$ cat src/rtl/date_add_days_assert.svh
// Assertion macros for the date adder RTL.
// Depends on nothing; included by the modules that carry assertions.
`ifndef DATE_ADD_DAYS_ASSERT_SVH
`define DATE_ADD_DAYS_ASSERT_SVH

// Same-cycle implication, checked out of reset.
`define DAD_ASSERT_IMP(label, clk, rst_n, ante, cons) \
    label: assert property (@(posedge clk) disable iff (!rst_n) (ante) |-> (cons)) \
        else $error("date_add_days: same-cycle check failed");

// Next-cycle implication, checked out of reset.
`define DAD_ASSERT_NXT(label, clk, rst_n, ante, cons) \
    label: assert property (@(posedge clk) disable iff (!rst_n) (ante) |=> (cons)) \
        else $error("date_add_days: next-cycle check failed");

`endif

$ cat src/rtl/dad_pkg.sv
// Package for the date adder: widths, calendar constants, types and helpers.
// Depends on nothing; used by every other file of the block but the assertion header.
package dad_pkg;

    localparam int DAY_W   = 5;
    localparam int MONTH_W = 4;
    localparam int YEAR_W  = 16;
    localparam int ADD_W   = 16;
    // Day plus count needs one bit more than the wider operand.
    localparam int SUM_W   = ADD_W + 1;
    // Remainder of the year by 400 stays below 512.
    localparam int REM_W   = 9;

    // The year splits as 16 * high part + low nibble, and 400 = 25 * 16.
    localparam int LOW_W       = 4;
    localparam int HI_W        = YEAR_W - LOW_W;
    localparam int PROD_W      = 2 * HI_W;
    // Quotient by 25 as (x * 2622) >> 16, exact for any 12-bit x.
    localparam int RECIP_SHIFT = 16;
    localparam logic [HI_W-1:0] RECIP_25 = 12'd2622;
    localparam logic [HI_W-1:0] MOD_25   = 12'd25;

    localparam logic [REM_W-1:0] CENTURY_1  = 9'd100;
    localparam logic [REM_W-1:0] CENTURY_2  = 9'd200;
    localparam logic [REM_W-1:0] CENTURY_3  = 9'd300;
    localparam logic [REM_W-1:0] LEAP_LAST  = 9'd399;

    localparam logic [MONTH_W-1:0] MONTH_JAN = 4'd1;
    localparam logic [MONTH_W-1:0] MONTH_FEB = 4'd2;
    localparam logic [MONTH_W-1:0] MONTH_APR = 4'd4;
    localparam logic [MONTH_W-1:0] MONTH_JUN = 4'd6;
    localparam logic [MONTH_W-1:0] MONTH_SEP = 4'd9;
    localparam logic [MONTH_W-1:0] MONTH_NOV = 4'd11;
    localparam logic [MONTH_W-1:0] MONTH_DEC = 4'd12;

    localparam logic [DAY_W-1:0] LEN_LEAP_FEB = 5'd29;
    localparam logic [DAY_W-1:0] LEN_FEB      = 5'd28;
    localparam logic [DAY_W-1:0] LEN_SHORT    = 5'd30;
    localparam logic [DAY_W-1:0] LEN_LONG     = 5'd31;

    typedef enum logic [1:0] {
        ST_IDLE,
        ST_MODY,
        ST_WALK,
        ST_EMIT
    } t_state;

    // Commands from the controller to the datapath.
    typedef struct packed {
        logic load;
        logic mod_step;
        logic walk_step;
        logic load_out;
    } t_cmd;

    // Status from the datapath to the controller.
    typedef struct packed {
        logic day_fits;
    } t_status;

    // Length of a month; unknown month codes count as 31-day months.
    function automatic logic [DAY_W-1:0] month_length(input logic [MONTH_W-1:0] month,
                                                      input logic leap);
        logic [DAY_W-1:0] len;
        case (month)
            MONTH_APR, MONTH_JUN, MONTH_SEP, MONTH_NOV: len = LEN_SHORT;
            MONTH_FEB: len = leap ? LEN_LEAP_FEB : LEN_FEB;
            default:   len = LEN_LONG;
        endcase
        return len;
    endfunction

endpackage

$ cat src/rtl/dad_if.sv
// Valid/ready channel interfaces for the date adder input and result.
// Depends on dad_pkg for the field widths.
interface dad_in_if import dad_pkg::*; ();
    logic               valid;
    logic               ready;
    logic [DAY_W-1:0]   start_day;
    logic [MONTH_W-1:0] start_month;
    logic [YEAR_W-1:0]  start_year;
    logic [ADD_W-1:0]   days_to_add;

    modport source (output valid, start_day, start_month, start_year, days_to_add,
                    input ready);
    modport sink   (input valid, start_day, start_month, start_year, days_to_add,
                    output ready);
endinterface

interface dad_out_if import dad_pkg::*; ();
    logic               valid;
    logic               ready;
    logic [DAY_W-1:0]   new_day;
    logic [MONTH_W-1:0] new_month;
    logic [YEAR_W-1:0]  new_year;
    logic               year_overflow;

    modport source (output valid, new_day, new_month, new_year, year_overflow,
                    input ready);
    modport sink   (input valid, new_day, new_month, new_year, year_overflow,
                    output ready);
endinterface

$ cat src/rtl/dad_dp.sv
// Datapath of the date adder: day sum, year remainder unit, month walk, result register.
// Depends on dad_pkg; driven by the commands of dad_ctrl.
module dad_dp import dad_pkg::*; (
    input  logic               i_clk,
    input  t_cmd               i_cmd,
    output t_status            o_status,
    input  logic [DAY_W-1:0]   i_start_day,
    input  logic [MONTH_W-1:0] i_start_month,
    input  logic [YEAR_W-1:0]  i_start_year,
    input  logic [ADD_W-1:0]   i_days_to_add,
    output logic [DAY_W-1:0]   o_new_day,
    output logic [MONTH_W-1:0] o_new_month,
    output logic [YEAR_W-1:0]  o_new_year,
    output logic               o_year_overflow
);

    logic [SUM_W-1:0]   r_day;
    logic [MONTH_W-1:0] r_month;
    logic [YEAR_W-1:0]  r_year;
    logic [REM_W-1:0]   r_rem;
    logic               r_ovf;
    logic [DAY_W-1:0]   r_out_day;
    logic [MONTH_W-1:0] r_out_month;
    logic [YEAR_W-1:0]  r_out_year;
    logic               r_out_ovf;

    logic [HI_W-1:0]    yr_hi;
    logic [PROD_W-1:0]  q_prod;
    logic [HI_W-1:0]    q_25;
    logic [HI_W-1:0]    rem_25;
    logic [REM_W-1:0]   n_rem;
    logic               leap;
    logic [DAY_W-1:0]   len;
    logic               day_fits;

    // Year mod 400 is 16 * (high part mod 25) plus the low nibble; the quotient
    // by 25 comes from a reciprocal multiplication.
    always_comb begin
        yr_hi  = r_year[YEAR_W-1:LOW_W];
        q_prod = {{HI_W{1'b0}}, yr_hi} * {{HI_W{1'b0}}, RECIP_25};
        q_25   = HI_W'(q_prod >> RECIP_SHIFT);
        rem_25 = yr_hi - HI_W'(q_25 * MOD_25);
        n_rem  = {rem_25[REM_W-LOW_W-1:0], r_year[LOW_W-1:0]};
    end

    // Leap test from the tracked remainder and the low year bits.
    always_comb begin
        leap = (r_rem == '0) ||
               ((r_year[1:0] == 2'b00) && (r_rem != CENTURY_1) &&
                (r_rem != CENTURY_2) && (r_rem != CENTURY_3));
        len      = month_length(r_month, leap);
        day_fits = (r_day <= {{(SUM_W-DAY_W){1'b0}}, len});
    end

    assign o_status.day_fits = day_fits;

    // Working registers: load, remainder and one month crossed per walk step.
    always_ff @(posedge i_clk) begin
        if (i_cmd.load) begin
            r_day   <= {{(SUM_W-DAY_W){1'b0}}, i_start_day} + {1'b0, i_days_to_add};
            r_month <= i_start_month;
            r_year  <= i_start_year;
            r_rem   <= '0;
            r_ovf   <= 1'b0;
        end else if (i_cmd.mod_step) begin
            r_rem   <= n_rem;
        end else if (i_cmd.walk_step && !day_fits) begin
            r_day <= r_day - {{(SUM_W-DAY_W){1'b0}}, len};
            if (r_month >= MONTH_DEC) begin
                r_month <= MONTH_JAN;
                if (r_year == '1) begin
                    r_year <= '0;
                    r_rem  <= '0;
                    r_ovf  <= 1'b1;
                end else begin
                    r_year <= r_year + 1'b1;
                    r_rem  <= (r_rem == LEAP_LAST) ? '0 : r_rem + 1'b1;
                end
            end else begin
                r_month <= r_month + 1'b1;
            end
        end
    end

    // Result register, parts the walk from the output handshake.
    always_ff @(posedge i_clk) begin
        if (i_cmd.load_out) begin
            r_out_day   <= r_day[DAY_W-1:0];
            r_out_month <= r_month;
            r_out_year  <= r_year;
            r_out_ovf   <= r_ovf;
        end
    end

    assign o_new_day       = r_out_day;
    assign o_new_month     = r_out_month;
    assign o_new_year      = r_out_year;
    assign o_year_overflow = r_out_ovf;

endmodule

$ cat src/rtl/dad_ctrl.sv
// Controller of the date adder: sequences load, remainder, month walk and result.
// Depends on dad_pkg and the assertion macros in date_add_days_assert.svh.
`include "date_add_days_assert.svh"

module dad_ctrl import dad_pkg::*; (
    input  logic    i_clk,
    input  logic    i_rst_n,
    input  logic    i_in_valid,
    output logic    o_in_ready,
    output logic    o_out_valid,
    input  logic    i_out_ready,
    output t_cmd    o_cmd,
    input  t_status i_status
);

    t_state           r_state;
    t_state           n_state;
    logic             r_out_valid;
    logic             n_out_valid;
    logic             out_free;

    assign out_free = !r_out_valid || i_out_ready;

    // Next state.
    always_comb begin
        n_state = r_state;
        case (r_state)
            ST_IDLE: if (i_in_valid) n_state = ST_MODY;
            ST_MODY: n_state = ST_WALK;
            ST_WALK: if (i_status.day_fits) n_state = ST_EMIT;
            ST_EMIT: if (out_free) n_state = ST_IDLE;
            default: n_state = ST_IDLE;
        endcase
    end

    // Commands and handshake outputs.
    always_comb begin
        o_cmd      = '0;
        o_in_ready = 1'b0;
        case (r_state)
            ST_IDLE: begin
                o_in_ready = 1'b1;
                o_cmd.load = i_in_valid;
            end
            ST_MODY: o_cmd.mod_step  = 1'b1;
            ST_WALK: o_cmd.walk_step = 1'b1;
            ST_EMIT: o_cmd.load_out  = out_free;
            default: o_cmd = '0;
        endcase
    end

    // Result valid flag.
    always_comb begin
        n_out_valid = r_out_valid;
        if (o_cmd.load_out) begin
            n_out_valid = 1'b1;
        end else if (i_out_ready) begin
            n_out_valid = 1'b0;
        end
    end

    always_ff @(posedge i_clk) begin
        if (!i_rst_n) begin
            r_state     <= ST_IDLE;
            r_out_valid <= 1'b0;
        end else begin
            r_state     <= n_state;
            r_out_valid <= n_out_valid;
        end
    end

    assign o_out_valid = r_out_valid;

    // A transfer in starts the remainder step.
    `DAD_ASSERT_NXT(a_accept_starts, i_clk, i_rst_n, (o_in_ready && i_in_valid), (r_state == ST_MODY))
    // The result register is never overwritten while its transfer is pending.
    `DAD_ASSERT_IMP(a_no_overwrite, i_clk, i_rst_n, o_cmd.load_out, (!r_out_valid || i_out_ready))
    // The walk starts in the cycle after the remainder step.
    `DAD_ASSERT_NXT(a_mod_ends, i_clk, i_rst_n, (r_state == ST_MODY), (r_state == ST_WALK))
    // A fitting day ends the walk.
    `DAD_ASSERT_NXT(a_walk_ends, i_clk, i_rst_n, ((r_state == ST_WALK) && i_status.day_fits), (r_state == ST_EMIT))

endmodule

$ cat src/rtl/date_add_days.sv
// After an input transfer the block runs the year mod 400 step, then the month walk,
// one step per month crossed plus a final step, then the result load, which waits
// while the previous result is still pending. The next item is taken after the load.
// A finished result waits in its own register while the next item is taken.
// Reset (synchronous, active low) clears the controller and the result valid flag.
module date_add_days import dad_pkg::*; (
    input  logic      i_clk,
    input  logic      i_rst_n,
    dad_in_if.sink    i_in,
    dad_out_if.source o_out
);

    t_cmd    cmd;
    t_status status;

    dad_ctrl u_ctrl (
        .i_clk       (i_clk),
        .i_rst_n     (i_rst_n),
        .i_in_valid  (i_in.valid),
        .o_in_ready  (i_in.ready),
        .o_out_valid (o_out.valid),
        .i_out_ready (o_out.ready),
        .o_cmd       (cmd),
        .i_status    (status)
    );

    dad_dp u_dp (
        .i_clk           (i_clk),
        .i_cmd           (cmd),
        .o_status        (status),
        .i_start_day     (i_in.start_day),
        .i_start_month   (i_in.start_month),
        .i_start_year    (i_in.start_year),
        .i_days_to_add   (i_in.days_to_add),
        .o_new_day       (o_out.new_day),
        .o_new_month     (o_out.new_month),
        .o_new_year      (o_out.new_year),
        .o_year_overflow (o_out.year_overflow)
    );

endmodule

$ cat src/flat_wrapper.sv
// flat-port wrapper written by rule: the top's interface ports become plain ports
module date_add_days_flat import dad_pkg::*;
  (i_clk, i_rst_n, i_in_valid, i_in_start_day, i_in_start_month, i_in_start_year, i_in_days_to_add, i_in_ready, o_out_valid, o_out_new_day, o_out_new_month, o_out_new_year, o_out_year_overflow, o_out_ready);
  dad_in_if i_in_i ();
  dad_out_if o_out_i ();
  input  logic i_clk;
  input  logic i_rst_n;
  input wire logic [$bits(i_in_i.valid)-1:0] i_in_valid;
  input wire logic [$bits(i_in_i.start_day)-1:0] i_in_start_day;
  input wire logic [$bits(i_in_i.start_month)-1:0] i_in_start_month;
  input wire logic [$bits(i_in_i.start_year)-1:0] i_in_start_year;
  input wire logic [$bits(i_in_i.days_to_add)-1:0] i_in_days_to_add;
  output wire logic [$bits(i_in_i.ready)-1:0] i_in_ready;
  output wire logic [$bits(o_out_i.valid)-1:0] o_out_valid;
  output wire logic [$bits(o_out_i.new_day)-1:0] o_out_new_day;
  output wire logic [$bits(o_out_i.new_month)-1:0] o_out_new_month;
  output wire logic [$bits(o_out_i.new_year)-1:0] o_out_new_year;
  output wire logic [$bits(o_out_i.year_overflow)-1:0] o_out_year_overflow;
  input wire logic [$bits(o_out_i.ready)-1:0] o_out_ready;
  assign i_in_i.valid = i_in_valid;
  assign i_in_i.start_day = i_in_start_day;
  assign i_in_i.start_month = i_in_start_month;
  assign i_in_i.start_year = i_in_start_year;
  assign i_in_i.days_to_add = i_in_days_to_add;
  assign i_in_ready = i_in_i.ready;
  assign o_out_valid = o_out_i.valid;
  assign o_out_new_day = o_out_i.new_day;
  assign o_out_new_month = o_out_i.new_month;
  assign o_out_new_year = o_out_i.new_year;
  assign o_out_year_overflow = o_out_i.year_overflow;
  assign o_out_i.ready = o_out_ready;
  date_add_days u_core (.i_clk(i_clk), .i_rst_n(i_rst_n), .i_in(i_in_i), .o_out(o_out_i));
endmodule
$ cat config.mk
export PLATFORM = sky130hd
export DESIGN_NAME = date_add_days_flat
export DESIGN_NICKNAME = d
export VERILOG_FILES = /design/src/rtl/dad_pkg.sv /design/src/rtl/dad_if.sv /design/src/rtl/dad_dp.sv /design/src/rtl/dad_ctrl.sv /design/src/rtl/date_add_days.sv /design/src/flat_wrapper.sv
export VERILOG_INCLUDE_DIRS = /design/src /design/src/rtl
export SDC_FILE = /design/constraint.sdc
export NUM_CORES = 1
export LEC_CHECK = 0
export BUFFER_PORTS_ARGS = -buffer_cell sky130_fd_sc_hd__buf_2
export CAP_MARGIN = 15
export CORE_MARGIN = 8
export CORE_UTILIZATION = 60
export DETAILED_ROUTE_END_ITERATION = 8
export PLACE_DENSITY = 0.81
export SLEW_MARGIN = 20
export SYNTH_ARGS = -nofsm -noshare
export SYNTH_HDL_FRONTEND = slang
export SYNTH_HIERARCHICAL = 1
export SYNTH_SLANG_ARGS = --single-unit
$ cat constraint.sdc
create_clock -name i_clk -period 10.31 [get_ports i_clk]
set_clock_uncertainty 0.15 [all_clocks]
set_input_delay 0.5155 -clock i_clk [delete_from_list [all_inputs] [get_ports i_clk]]
set_output_delay 0.5155 -clock i_clk [all_outputs]
set_load 0.005 [all_outputs]
==> out/metrics.yaml <==
grt:
  grt_max_degree: 54
  gr-usage-met3_pct: 4.34
  gr-total-overflow: 0
  grt_pass1_wl_um: 26000
  grt_pass1_vias: 5536
  grt_busiest_layer: "met2"
  use_met1_pct: 23.8
  grt_usage_pct: 20.1
  grt.met2_usage_pct: 35.5
  antenna_found_initial: 0
logic_synthesis:
  syn_inst: 713
  yosysTopAreaCell: "edfxtp_1"
  synth_nets: 908
  synth_top_area_share_pct: 26.7
  syn_area_per_cell_sq_um: 9.95
  synthFlopType: "edfxtp_1"
  yosysWarnings: 6
  synth_area_leaders: "edfxtp_1, ha_1, fa_1"
  yosys_register_bits: 76
  ys_seq_area_share_pct: 30.3
  netlist_area_sq_mm: 0.00709
  ys_types: 65
  synth_common_cells: "inv_1, ha_1, edfxtp_1"
  async_flop_share_pct: 0
  synth_edf_count: 63
  yosysMostFrequentCell: "inv_1"
sta:
  relSlewSlack_pct: 46.1
  tns_ns: 0
  worst_slew_pin_slew_ns: 0.807
  drv_slew: 0
  layout_min_cycle_time_ns: 7.73
  hold_violations: 0
  rsz0062_at_grt: "no"
  setup_violations: 0
  min_period_over_period_pct: 74.9
  fmax_ghz: 0.129
critical_path:
  cp_data_required_time_ns: 10.37
  r2r_end: "u_core/u_dp/r_rem[8]$_SDFFE_PP0P_"
  regToRegStartpoint: "u_core/u_dp/r_year[13]$_DFFE_PP_"
  worstSetupStartpoint: "u_core/u_dp/r_year[13]$_DFFE_PP_"
  worst-endpoint-arrival_ns: 7.79
  r2r_cells: 28
  crit_type: "register to register"
  slowest_delay_ns: 0.69
  slowest_stage: "edfxtp_1"
  critPathCapture: "u_core/u_dp/r_rem[8]$_SDFFE_PP0P_"
  endpoint_kind: "register"
  crit_path_start_kind: "register"
  critical_path.max_fanout: 11
  r2r_slack_ns: 2.58
clock_network:
  cts_hold_buf: 0
  h-tree-depth: 3
  cts_tree: "done"
  cts_setup_buffers: 0
  cts_resized: 0
  clock_sinks: 76
  clockRootBuffer: "clkbuf_16"
  clk_latency_ns: 0.34
  clk_pin_slew_worst_paths_ns: 0.07
  clockBufferDepth: 2
  cts_buffers: 9
final_layout:
  area.growth.synth_to_final_pct: 11.0
  final_cells: 931
  antenna_cells: 0
  nNetsFinal: 978
  layout-drive-gt1-share_pct: 14.0
  final_core_util_pct: 68.7
  final_area_sq_mm: 0.00788
job:
  drv_cap: 0
routing:
  drc_errors: 0
  dr.pass1.iters: 5
  detail_route.vias_per_cell: 5.65
  wl_um: 15700
  vias: 5264
  drt-wirelength-per-cell_um: 16.8
  drt-initial-drc-count: 401
  drtAntennaViolNets: 0
place:
  place_inst: 915
  io_buffers: 72
  place_hpwl_um: 12100
  postPlaceCellArea_sq_mm: 0.00757
  place.gp.congestion: 0.844
die:
  ioPinCount: 73
  start_util_pct: 61.9
  core.rowCount: 39
  dieArea_sq_mm: 0.0156
  coreArea_sq_mm: 0.0115
  die_h_um: 125
  die_w_um: 125
worst_hold_path:
  hp-class: "primary input to register"
run_status:
  status: "complete, no violations"
[per-layer routing]
metal / up-vias / wire, um
li1: 2542 / -
met1: 2543 / 6600
met2: 156 / 7970
met3: 23 / 884
met4: 0 / 199
met5: - / 0
[placed cells by master, fill, tap and decap left out, drive strengths merged, types with 5 or more instances in the layout]
master and count:
nand2b 5, nand2 47, clkbuf 10, nor3 10
dfxtp 13, xor2 20, fa 44, edfxtp 63
a21oi 27, buf 74, o31ai 8, mux2i 6
nand4 7, nor2b 7, nor3b 7, nor4 7
o21ai 28, and3 8, nand3 16, nor2 44
a221oi 5, ha 106, inv 137, o21a 5
xnor2 36
[worst min-delay path by stage]
stage / from / end / slack, ns / depth (start not counted)
2_1_floorplan: u_core/u_dp/r_ovf$_SDFFE_PP0P_ / u_core/u_dp/o_year_overflow$_DFFE_PP_ / 0.26 / 0
3_3_place_gp: u_core/u_dp/r_ovf$_SDFFE_PP0P_ / u_core/u_dp/o_year_overflow$_DFFE_PP_ / 0.27 / 0
3_5_place_dp: u_core/u_dp/r_ovf$_SDFFE_PP0P_ / u_core/u_dp/o_year_overflow$_DFFE_PP_ / 0.28 / 0
4_1_cts: i_rst_n / u_core/u_ctrl/o_out_valid$_SDFFE_PN0P_ / 0.28 / 2
5_1_grt: i_rst_n / u_core/u_ctrl/o_out_valid$_SDFFE_PN0P_ / 0.29 / 2
6_report: i_rst_n / u_core/u_ctrl/o_out_valid$_SDFFE_PN0P_ / 0.29 / 2
[cell type report]
class,instances,area [sq um]
clock buffer,10,250
inverter,133,499
tap,143,179
timing repair buffer,74,375
multi-input combinational,489,4370
sequential,76,2150
fill,864,3590
clock inverter,6,52.6
[critical path, delay by kind of cell (launching register included)]
family          cells  cell delay [ns]
compound gates      7             1.44
xor+xnor            4             0.84
fa+ha+maj           9             3.74
buf+inv             5             0.27
flops               1             0.69
simple gates        3             0.46
[logic make-up after synthesis]
| kind of cell | count (synthesis) | share of synthesized area, % |
|---|---|---|
| AO/OA/AOI/OAI | 100 | 9.08 |
| XOR/XNOR | 57 | 7.23 |
| adder cells (fa/ha/maj) | 150 | 31.1 |
| buffers and inverters | 148 | 8.25 |
| flip-flops | 76 | 30.3 |
| multiplexers | 8 | 1.16 |
| AND/OR/NAND/NOR | 174 | 12.8 |
[state kept, by name, summed over array words and instances (netlist names)]
name,flops
u_core/u_dp/r_day,17
u_core/u_dp/o_new_year,16
u_core/u_dp/r_year,16
u_core/u_dp/r_rem,9
u_core/u_dp/o_new_day,5
u_core/u_dp/o_new_month,4
u_core/u_dp/r_month,4
u_core/u_ctrl/r_state,2
u_core/u_ctrl/o_out_valid,1
u_core/u_dp/o_year_overflow,1
u_core/u_dp/r_ovf,1
[per-stage QoR]
step	hold WS [ns]	setup WS, ns
final	0.289	2.58
after global routing	0.289	2.17
after CTS	0.277	2.56
after detailed placement	0.280	2.59
after global placement	0.271	2.79
after floorplan	0.259	3.08
Power is not shown: default switching activity piles up to over one toggle a cycle in this logic, so the estimate is an artifact.
